--- src/rtl/rsa_pkg.sv ---
package rsa_pkg;

  // Field widths of the request and result beats
  localparam int unsigned SLOT_FIELD_W = 6;
  localparam int unsigned ID_W         = 16;
  localparam int unsigned STATUS_W     = 2;

  localparam int unsigned NUM_SLOTS_DEF = 64;

  localparam logic KIND_ALLOC   = 1'b0;
  localparam logic KIND_RELEASE = 1'b1;

  typedef enum logic [STATUS_W-1:0] {
    STATUS_OK       = 2'd0,
    STATUS_FULL     = 2'd1,
    STATUS_NOT_BUSY = 2'd2
  } rsa_status_e;

  // Memory strobes from the controller
  typedef struct packed {
    logic rd_en;
    logic q_wr_en;
    logic t_wr_en;
  } rsa_mem_ctl_t;

endpackage

--- src/rtl/rsa_ram.sv ---
module rsa_ram #(
  parameter int unsigned WIDTH = 8,
  parameter int unsigned DEPTH = 64
) (
  input  logic                     clk_i,
  input  logic                     wr_en_i,
  input  logic [$clog2(DEPTH)-1:0] wr_addr_i,
  input  logic [WIDTH-1:0]         wr_data_i,
  input  logic                     rd_en_i,
  input  logic [$clog2(DEPTH)-1:0] rd_addr_i,
  output logic [WIDTH-1:0]         rd_data_o
);

  logic [WIDTH-1:0] mem_q [DEPTH];
  logic [WIDTH-1:0] rd_data_q;

  always_ff @(posedge clk_i) begin
    if (wr_en_i) begin
      mem_q[wr_addr_i] <= wr_data_i;
    end
    if (rd_en_i) begin
      rd_data_q <= mem_q[rd_addr_i];
    end
  end

  assign rd_data_o = rd_data_q;

endmodule

--- src/rtl/rsa_ctrl.sv ---
module rsa_ctrl import rsa_pkg::*; #(
  parameter int unsigned NUM_SLOTS = NUM_SLOTS_DEF
) (
  input  logic                                 clk_i,
  input  logic                                 rst_ni,
  input  logic                                 cfg_wr_en_i,
  input  logic [ID_W-1:0]                      cfg_wr_data_i,
  input  logic                                 in_valid_i,
  output logic                                 in_stall_o,
  input  logic                                 kind_i,
  input  logic [ID_W-1:0]                      query_id_i,
  input  logic [SLOT_FIELD_W-1:0]              slot_i,
  output logic                                 out_valid_o,
  input  logic                                 out_stall_i,
  output logic [SLOT_FIELD_W-1:0]              granted_slot_o,
  output logic [ID_W-1:0]                      transaction_id_o,
  output logic [STATUS_W-1:0]                  status_o,
  output rsa_mem_ctl_t                         mem_ctl_o,
  output logic [$clog2(NUM_SLOTS)-1:0]         q_rd_addr_o,
  output logic [$clog2(NUM_SLOTS)-1:0]         q_wr_addr_o,
  output logic [$clog2(NUM_SLOTS)-1:0]         q_wr_data_o,
  input  logic [$clog2(NUM_SLOTS)-1:0]         q_rd_data_i,
  output logic [$clog2(NUM_SLOTS)-1:0]         t_rd_addr_o,
  output logic [$clog2(NUM_SLOTS)-1:0]         t_wr_addr_o,
  output logic [2*ID_W:0]                      t_wr_data_o,
  input  logic [2*ID_W:0]                      t_rd_data_i
);

  localparam int unsigned SLOT_W = $clog2(NUM_SLOTS);
  localparam int unsigned EXT_W  = (SLOT_W > SLOT_FIELD_W) ? SLOT_W : SLOT_FIELD_W;
  localparam int unsigned CNT_W  = $clog2(NUM_SLOTS + 1);
  localparam int unsigned TBL_W  = 2 * ID_W + 1;
  localparam logic [SLOT_W-1:0] LAST_SLOT = SLOT_W'(NUM_SLOTS - 1);

  typedef enum logic {
    ST_IDLE,
    ST_EXEC
  } state_e;

  state_e                   state_q, state_d;
  logic                     kind_q, kind_d;
  logic [ID_W-1:0]          qid_q, qid_d;
  logic [SLOT_FIELD_W-1:0]  slot_q, slot_d;
  logic [SLOT_W-1:0]        head_q, head_d;
  logic [SLOT_W-1:0]        tail_q, tail_d;
  logic                     head_wrap_q, head_wrap_d;
  logic                     tail_wrap_q, tail_wrap_d;
  logic [CNT_W-1:0]         free_cnt_q, free_cnt_d;
  logic [ID_W-1:0]          next_id_q, next_id_d;
  logic                     out_valid_q, out_valid_d;
  logic [SLOT_FIELD_W-1:0]  out_slot_q, out_slot_d;
  logic [ID_W-1:0]          out_tid_q, out_tid_d;
  logic [STATUS_W-1:0]      out_status_q, out_status_d;

  logic              accept, exec_fire;
  logic [EXT_W-1:0]  in_ext, slot_ext, taken_ext;
  logic [SLOT_W-1:0] slot_idx, taken;
  logic              in_range, ever_alloc, busy, alloc_ok, rel_ok;

  function automatic logic [SLOT_W-1:0] advance(input logic [SLOT_W-1:0] p);
    return (p == LAST_SLOT) ? '0 : p + 1'b1;
  endfunction

  assign accept = in_valid_i && (state_q == ST_IDLE);
  assign in_ext = EXT_W'(slot_i);

  // Current item fields
  assign slot_ext = EXT_W'(slot_q);
  assign slot_idx = slot_ext[SLOT_W-1:0];
  assign in_range = {1'b0, slot_ext} < (EXT_W + 1)'(NUM_SLOTS);

  // Queue entries not yet reached by the tail on its first pass still hold their index
  assign taken     = (!tail_wrap_q && (head_q >= tail_q)) ? head_q : q_rd_data_i;
  assign taken_ext = EXT_W'(taken);

  // A slot's table entry is meaningful once the slot has been handed out
  assign ever_alloc = head_wrap_q || (slot_idx < head_q);
  assign busy       = in_range && ever_alloc && t_rd_data_i[TBL_W-1];

  assign alloc_ok  = (kind_q == KIND_ALLOC) && (free_cnt_q != '0);
  assign rel_ok    = (kind_q == KIND_RELEASE) && busy && (free_cnt_q < CNT_W'(NUM_SLOTS));
  assign exec_fire = (state_q == ST_EXEC) && (!out_valid_q || !out_stall_i);

  always_comb begin
    mem_ctl_o.rd_en   = accept;
    mem_ctl_o.q_wr_en = exec_fire && rel_ok;
    mem_ctl_o.t_wr_en = exec_fire && (alloc_ok || rel_ok);
  end

  assign q_rd_addr_o = head_q;
  assign t_rd_addr_o = in_ext[SLOT_W-1:0];
  assign q_wr_addr_o = tail_q;
  assign q_wr_data_o = slot_idx;
  assign t_wr_addr_o = (kind_q == KIND_ALLOC) ? taken : slot_idx;
  assign t_wr_data_o = (kind_q == KIND_ALLOC) ? {1'b1, qid_q, next_id_q} : '0;

  always_comb begin
    state_d      = state_q;
    kind_d       = kind_q;
    qid_d        = qid_q;
    slot_d       = slot_q;
    head_d       = head_q;
    tail_d       = tail_q;
    head_wrap_d  = head_wrap_q;
    tail_wrap_d  = tail_wrap_q;
    free_cnt_d   = free_cnt_q;
    next_id_d    = next_id_q;
    out_valid_d  = out_valid_q && out_stall_i;
    out_slot_d   = out_slot_q;
    out_tid_d    = out_tid_q;
    out_status_d = out_status_q;

    case (state_q)
      ST_IDLE: begin
        if (accept) begin
          kind_d  = kind_i;
          qid_d   = query_id_i;
          slot_d  = slot_i;
          state_d = ST_EXEC;
        end
      end
      ST_EXEC: begin
        if (exec_fire) begin
          state_d     = ST_IDLE;
          out_valid_d = 1'b1;
          out_tid_d   = '0;
          if (kind_q == KIND_ALLOC) begin
            if (alloc_ok) begin
              out_slot_d   = taken_ext[SLOT_FIELD_W-1:0];
              out_tid_d    = next_id_q;
              out_status_d = STATUS_OK;
              head_d       = advance(head_q);
              head_wrap_d  = head_wrap_q || (head_q == LAST_SLOT);
              free_cnt_d   = free_cnt_q - 1'b1;
              next_id_d    = next_id_q + 1'b1;
            end else begin
              out_slot_d   = '0;
              out_status_d = STATUS_FULL;
            end
          end else begin
            out_slot_d = slot_q;
            if (rel_ok) begin
              out_status_d = STATUS_OK;
              tail_d       = advance(tail_q);
              tail_wrap_d  = tail_wrap_q || (tail_q == LAST_SLOT);
              free_cnt_d   = free_cnt_q + 1'b1;
            end else begin
              out_status_d = STATUS_NOT_BUSY;
            end
          end
        end
      end
      default: state_d = ST_IDLE;
    endcase

    if (cfg_wr_en_i) begin
      next_id_d = cfg_wr_data_i;
    end
  end

  always_ff @(posedge clk_i or negedge rst_ni) begin
    if (!rst_ni) begin
      state_q      <= ST_IDLE;
      head_q       <= '0;
      tail_q       <= '0;
      head_wrap_q  <= 1'b0;
      tail_wrap_q  <= 1'b0;
      free_cnt_q   <= CNT_W'(NUM_SLOTS);
      next_id_q    <= '0;
      out_valid_q  <= 1'b0;
      kind_q       <= KIND_ALLOC;
      qid_q        <= '0;
      slot_q       <= '0;
      out_slot_q   <= '0;
      out_tid_q    <= '0;
      out_status_q <= STATUS_OK;
    end else begin
      state_q      <= state_d;
      head_q       <= head_d;
      tail_q       <= tail_d;
      head_wrap_q  <= head_wrap_d;
      tail_wrap_q  <= tail_wrap_d;
      free_cnt_q   <= free_cnt_d;
      next_id_q    <= next_id_d;
      out_valid_q  <= out_valid_d;
      kind_q       <= kind_d;
      qid_q        <= qid_d;
      slot_q       <= slot_d;
      out_slot_q   <= out_slot_d;
      out_tid_q    <= out_tid_d;
      out_status_q <= out_status_d;
    end
  end

  assign in_stall_o       = (state_q != ST_IDLE);
  assign out_valid_o      = out_valid_q;
  assign granted_slot_o   = out_slot_q;
  assign transaction_id_o = out_tid_q;
  assign status_o         = out_status_q;

endmodule

--- src/rtl/request_slot_allocator_top.sv ---
// A request is accepted in the idle state; its result beat is registered in the output register
//   from the execute state, which waits while a held result is stalled. No new request is taken
//   until then; both memories are read at acceptance and written back from the execute state.
// A finished result waits in the output register while the next request is taken.
// Reset: asynchronous, active low; the pool is usable at once, with no clearing pass.
module request_slot_allocator_top import rsa_pkg::*; #(
  parameter int unsigned NUM_SLOTS = NUM_SLOTS_DEF
) (
  input  logic                    clk_i,
  input  logic                    rst_ni,
  input  logic                    cfg_wr_en_i,
  input  logic [ID_W-1:0]         cfg_wr_data_i,
  input  logic                    in_valid_i,
  output logic                    in_stall_o,
  input  logic                    kind_i,
  input  logic [ID_W-1:0]         query_id_i,
  input  logic [SLOT_FIELD_W-1:0] slot_i,
  output logic                    out_valid_o,
  input  logic                    out_stall_i,
  output logic [SLOT_FIELD_W-1:0] granted_slot_o,
  output logic [ID_W-1:0]         transaction_id_o,
  output logic [STATUS_W-1:0]     status_o
);

  localparam int unsigned SLOT_W = $clog2(NUM_SLOTS);
  localparam int unsigned TBL_W  = 2 * ID_W + 1;

  rsa_mem_ctl_t      mem_ctl;
  logic [SLOT_W-1:0] q_rd_addr, q_wr_addr, q_wr_data, q_rd_data;
  logic [SLOT_W-1:0] t_rd_addr, t_wr_addr;
  logic [TBL_W-1:0]  t_wr_data, t_rd_data;

  // Sequencer: pointers, free count, id counter and the read-modify-write of both memories
  rsa_ctrl #(
    .NUM_SLOTS (NUM_SLOTS)
  ) u_ctrl (
    .clk_i            (clk_i),
    .rst_ni           (rst_ni),
    .cfg_wr_en_i      (cfg_wr_en_i),
    .cfg_wr_data_i    (cfg_wr_data_i),
    .in_valid_i       (in_valid_i),
    .in_stall_o       (in_stall_o),
    .kind_i           (kind_i),
    .query_id_i       (query_id_i),
    .slot_i           (slot_i),
    .out_valid_o      (out_valid_o),
    .out_stall_i      (out_stall_i),
    .granted_slot_o   (granted_slot_o),
    .transaction_id_o (transaction_id_o),
    .status_o         (status_o),
    .mem_ctl_o        (mem_ctl),
    .q_rd_addr_o      (q_rd_addr),
    .q_wr_addr_o      (q_wr_addr),
    .q_wr_data_o      (q_wr_data),
    .q_rd_data_i      (q_rd_data),
    .t_rd_addr_o      (t_rd_addr),
    .t_wr_addr_o      (t_wr_addr),
    .t_wr_data_o      (t_wr_data),
    .t_rd_data_i      (t_rd_data)
  );

  // Free list of slot numbers; entries the tail has not yet reached read as their own index
  rsa_ram #(
    .WIDTH (SLOT_W),
    .DEPTH (NUM_SLOTS)
  ) u_free_queue (
    .clk_i     (clk_i),
    .wr_en_i   (mem_ctl.q_wr_en),
    .wr_addr_i (q_wr_addr),
    .wr_data_i (q_wr_data),
    .rd_en_i   (mem_ctl.rd_en),
    .rd_addr_i (q_rd_addr),
    .rd_data_o (q_rd_data)
  );

  // Slot table: busy mark, query id and transaction id per slot
  rsa_ram #(
    .WIDTH (TBL_W),
    .DEPTH (NUM_SLOTS)
  ) u_slot_table (
    .clk_i     (clk_i),
    .wr_en_i   (mem_ctl.t_wr_en),
    .wr_addr_i (t_wr_addr),
    .wr_data_i (t_wr_data),
    .rd_en_i   (mem_ctl.rd_en),
    .rd_addr_i (t_rd_addr),
    .rd_data_o (t_rd_data)
  );

  // A failed request never carries a transaction id
  assert property (@(posedge clk_i) disable iff (!rst_ni)
    (out_valid_o && (status_o != STATUS_OK)) |-> (transaction_id_o == '0))
    else $error("failed request carries a transaction id");

  // A free-queue push always comes with a slot-table update
  assert property (@(posedge clk_i) disable iff (!rst_ni)
    mem_ctl.q_wr_en |-> mem_ctl.t_wr_en)
    else $error("free-queue push without slot-table update");

  // A slot-table write follows a read, or an execute cycle that was stalled with no write
  assert property (@(posedge clk_i) disable iff (!rst_ni)
    mem_ctl.t_wr_en |-> $past(mem_ctl.rd_en) || $past(mem_ctl.t_wr_en == 1'b0 && in_stall_o))
    else $error("slot-table write without a preceding read");

  // An accepted request raises the input stall, holding off the next one
  assert property (@(posedge clk_i) disable iff (!rst_ni)
    (in_valid_i && !in_stall_o) |=> in_stall_o)
    else $error("request accepted while the previous one is still in flight");

endmodule
--- config.mk ---
export PLATFORM = sky130hd
export DESIGN_NAME = request_slot_allocator_top
export DESIGN_NICKNAME = d
export VERILOG_FILES = /design/src/rtl/rsa_pkg.sv /design/src/rtl/rsa_ram.sv /design/src/rtl/rsa_ctrl.sv /design/src/rtl/request_slot_allocator_top.sv
export SDC_FILE = /design/constraint.sdc
export NUM_CORES = 1
export LEC_CHECK = 0
export BUFFER_PORTS_ARGS = -buffer_cell sky130_fd_sc_hd__buf_2
export CAP_MARGIN = 20
export CORE_UTILIZATION = 55
export DETAILED_ROUTE_END_ITERATION = 8
export GPL_ROUTABILITY_DRIVEN = 0
export PLACE_DENSITY = 0.71
export SYNTH_ARGS = -nofsm -noshare
export SYNTH_HDL_FRONTEND = slang
export SYNTH_HIERARCHICAL = 1
export SYNTH_SLANG_ARGS = --single-unit
--- constraint.sdc ---
create_clock -name clk_i -period 6.5 [get_ports clk_i]
set_input_delay 1.3 -clock clk_i [delete_from_list [all_inputs] [get_ports clk_i]]
set_output_delay 1.3 -clock clk_i [all_outputs]
set_load 0.01 [all_outputs]
# Yosys cells after proc, flatten, opt, wreduce, memory -nomap -nowiden

Memory sizes are Yosys's and may differ from the RTL's. A register that Yosys moved wholly into a read port is not among the register bits.
Index checks and enable logic that the tools add are counted.

Memories: 2
Memory bits (writable): 2496
Logic and storage cells: 88
Bits in registers: 86

Memories:

| memory             | depth | bits a word | read ports | clocked after Yosys merged registers in | write ports | RTL line      | text |
|---|---|---|---|---|---|---|---|
| u_slot_table.mem_q | 64    | 33          | 1          | 1                                       | 1           | rsa_ram.sv:14 | `logic [WIDTH-1:0] mem_q [DEPTH];` |
| u_free_queue.mem_q | 64    | 6           | 1          | 1                                       | 1           | rsa_ram.sv:14 |  |

Reduce and logical (&&, ||, !) cells: 29
Eq/ne operators: 4
$lt $le $gt $ge: 3
Add/subtract/negate cells: 5
Muxes and demuxes: 29
Bitwise gates (word level): 2

Operators with widths:

| operator              | count |
|---|---|
| $mux 16               | 7 |
| $mux 6                | 6 |
| $mux 33               | 1 |
| $mux 7                | 3 |
| $add 16x1->16 const B | 1 |
| $reduce_and 4->1      | 4 |
| $add 6x1->6 const B   | 2 |
| $eq 6x6->1 const B    | 2 |
| $logic_and 1x1->1     | 10 |
| $mux 1                | 9 |
| $reduce_bool 2->1     | 4 |
| $add 7x1->7 const B   | 1 |
| $lt 7x7->1 const B    | 1 |
| $reduce_bool 7->1     | 1 |
| $sub 7x1->7 const B   | 1 |
| $ge 6x6->1            | 1 |
| $lt 6x6->1            | 1 |
| $logic_or 1x1->1      | 5 |
| $mux 2                | 2 |
| $ne 2x2->1 const B    | 2 |
| $reduce_and 2->1      | 2 |
| $logic_not 1->1       | 3 |
| $not 1->1             | 2 |
| $pmux 1 s2            | 1 |

# Depth between registers and ports, before layout

Depth in word-level cells: 9
Depth in mapped cells: 11
Depth with buffers taken out: 10

# By module

The synthesis kept the hierarchy.

Modules (own cells, without submodules):

| module                 | area each (um2) | cells each | instances |
|---|---|---|---|
| rsa_ram (u_slot_table) | 81523.2         | 3598       | 1 |
| rsa_ram (u_free_queue) | 15285.9         | 720        | 1 |
| rsa_ctrl               | 4689.5          | 436        | 1 |

# Worst setup path after synthesis

No wires, ideal clock.

Path type: reg-to-reg
From: reg u_ctrl.slot_q[5] (netlist: u_ctrl/q_wr_data_o[5])
To: mem u_slot_table/mem_q[48][0] (netlist name) (enable)
Buffers on the path: 1
Cell stages (with the launch flop): 11
Setup slack: 716 ps
Clock period less this slack: 5784 ps
Arrival: 5320 ps
Cell sequence: dfrtp_1 > ha_1 > a21oi_1 > o21ai_1 > or4b_4 > and3_1 > buf_6 > inv_1 > nor2b_1 > nand4b_1 > nor3_1

RTL lines:

| element                  | RTL line        | text |
|---|---|---|
| start: declaration       | rsa_ctrl.sv:43  | `logic [SLOT_FIELD_W-1:0] slot_q, slot_d;` |
| start signal: assignment | rsa_ctrl.sv:188 | `slot_q <= slot_d;` |
| end: declaration         | rsa_ram.sv:14   |  |

==> summary.md <==
| Metric | Value |
|---|---|
| Worst-Skew Late Latency | `0.59 ns` |
| Lkg Pwr | `7.98 nW` |
| Cts hold-fix bufs | `0` |
| Routed Antenna Nets | `0` |
| Layout cell share with drive strength beyond 1 | `22.1%` |
| # clock sinks | `525` |
| Multi-input logic area | `6200 um2` |
| Syn_area_per_cell | `16.5 um2` |
| Post-CTS setup buffer count | `0` |
| First-pass GRT wire length | `71200 um` |
| Status | `finished, final reports clean` |
| # port buffers | `53` |
| HPWL after DPL | `26900 um` |
| Slowest stage delay, CP | `0.94 ns` |
| Vias per Instance | `6.27` |
| Die H | `204 um` |
| PostCTS Resize Cnt | `0` |
| Fin util | `60.9%` |
| Max Transition Viols Final | `0` |
| Ports | `70` |
| Num rows | `73` |
| Initial antenna violation count | `0` |
| Fmax | `222 MHz` |
| ANT cells | `0` |
| Total wire length | `46000 um` |
| Final net count | `1421` |
| Cell area power density | `389 nW/um2` |
| Syn_nets | `1427` |
| Hold Crit Class | `reg -> reg` |
| Clock buffer depth | `3` |
| Crit path top cell by count | `nor2_1` |
| CTS tree | `done` |
| MaxCap Viol Count | `0` |
| Die Span X | `204 um` |
| Remaining DRCs | `0` |
| Hold path endpoint | `u_ctrl/transaction_id_o[5]$_DFFE_PN0P_` |
| Critical Path RT | `6.72 ns` |
| Root buf cell | `clkbuf_16` |
| Synthesized area | `22500 um2` |
| Tot GR Track Use | `22.9%` |
| Tcrit/Tclk final | `69.4%` |
| Slew HR | `28.1%` |
| Worst EP arrival | `4.73 ns` |
| Crit end category | `flop` |
| R2R depth | `8` |
| Worst vdd ir | `251 uV` |
| Initial Util | `56.1%` |
| Finish-stage setup viols | `0` |
| TritonRoute pass-1 iters | `5` |
| Core outline area | `40000 um2` |
| CP startpoint kind | `flop` |
| Vias in the first global route | `12100` |
| Hold Fails Final Rpt | `0` |
| YS warnings | `6` |
| Crit-path cells | `inv_1 -> ha_1 -> a2111oi_2 -> nor3_1 -> nor2_1 -> nor2b_1 -> nand3_1 -> nor2_1` |
| Crit Path Class | `reg -> reg` |
| Number of H-tree levels | `2` |
| Area Overhead vs Synth | `8.45%` |
| Via count | `12000` |
| R2R Setup Slk | `1.99 ns` |
| Number of fill cells | `2919` |
| Min Tclk post-route | `4.51 ns` |
| Worst Hold Depth | `1` |
| Crit path from | `u_ctrl/q_rd_addr_o[1]$_DFFE_PN0P_` |
| DRT iter0 DRCs | `1162` |
| Crit Path Max Fanout | `51` |
| Remaining global-route overflow | `0` |
| Die area | `41600 um2` |
| Reg2reg start | `u_ctrl/q_rd_addr_o[1]$_DFFE_PN0P_` |
| Post-route setup TNS | `0 ns` |
| Min Hold Slack | `0.499 ns` |
| Slowest CP cell | `dfrtp_4` |
| RSZ-0062 raised after global routing | `no` |
| Clock Skew | `0.0152 ns` |
| Wirelength per Cell | `24.0 um` |
| FF+latch area | `15400 um2` |
| Pin count of the biggest net entering global routing | `81` |
| Overall power | `0.00946 W` |
| Critical register-to-register path endpoint | `u_free_queue/mem_q[14][0]$_DFFE_PP_` |
| Tightest Pin Transition | `1.07 ns` |
| Hold path start | `u_ctrl/transaction_id_o[5]$_DFFE_PN0P_` |
| Syn Inst Count | `1363` |
| Clock-pin slew on the worst setup and hold paths | `0.06 ns` |
| CTS buffer count | `53` |
## registers in the layout, summed over array words and instances (netlist names)
signal / count
u_ctrl/free_cnt_q: 7
u_ctrl/granted_slot_o: 6
u_ctrl/head_wrap_q: 1
u_ctrl/in_stall_o: 1
u_ctrl/kind_q: 1
u_ctrl/next_id_q: 16
u_ctrl/out_valid_o: 1
u_ctrl/q_rd_addr_o: 6
u_ctrl/q_wr_addr_o: 6
u_ctrl/q_wr_data_o: 6
u_ctrl/status_o: 2
u_ctrl/tail_wrap_q: 1
u_ctrl/transaction_id_o: 16
u_free_queue/mem_q: 384
u_free_queue/rd_data_o: 6
u_slot_table/mem_q: 64
u_slot_table/rd_data_o: 1
## metrics by stage
| step | area [um2] | setup WS, ns | cells |
|---|---|---|---|
| floorplan | 22500 | 2.89 | 1363 |
| global placement | 22700 | 2.13 | 1826 |
| detailed placement | 22700 | 2.03 | 1826 |
| CTS | 24300 | 2.00 | 1919 |
| global route | 24300 | 1.81 | 1920 |
| finish | 24300 | 1.99 | 1920 |
## layout by cell type, fill, tap and decap left out, types with 19 or more instances in the layout
cell and count:
mux4_2 100, dfrtp_1 60, ha_1 19, mux2_2 29
o21ai_0 24, nand2_1 61, nand3_1 25, edfxtp_1 455
buf_2 53, clkbuf_16 53, nor2_1 143
## worst max-delay path, delay by kind of cell, from the launching register on
| kind | cells | cell delay [ns] |
|---|---|---|
| and+or+nand+nor | 5 | 2.29 |
| DFF | 1 | 0.94 |
| AOI/OAI and AO/OA | 1 | 0.35 |
| adders and majority gates | 1 | 0.36 |
| buffers and inverters | 1 | 0.20 |
## worst max path at each step
stage	end	slack, ns	cells past startpoint
detailed placement	u_free_queue/mem_q[46][4]$_DFFE_PP_	2.03	8
CTS	u_free_queue/mem_q[46][5]$_DFFE_PP_	2.00	8
global route	u_free_queue/mem_q[14][5]$_DFFE_PP_	1.81	8
global placement	u_free_queue/mem_q[46][4]$_DFFE_PP_	2.13	8
floorplan	u_free_queue/mem_q[48][0]$_DFFE_PP_	2.89	7
finish	u_free_queue/mem_q[14][0]$_DFFE_PP_	1.99	8
## power by group
group	internal (W)	switching [W]	total, W
clock	0.00161	0.00122	0.00283
combinational	0.00105	0.00136	0.00240
sequential	0.00399	0.000243	0.00424
total	0.00664	0.00282	0.00946
## area by class of cell
type	count	share of cell area, %
clock inverter	25	0.745
timing repair buffer	68	1.60
multi-input combinational	690	25.5
tap	525	2.70
inverter	19	0.293
sequential	525	63.4
clock buffer	68	5.80
## metal layers
metal  vias to the layer above  share of wire [%]  track usage, %
met5                         -                  0               0
met1                      6189                 43            32.4
li1                       5291                  -               -
met3                        90                7.1            3.79
met4                         0                2.8            7.89
met2                       466                 48            36.2
Note: power is estimated with default switching activity, not from simulation.
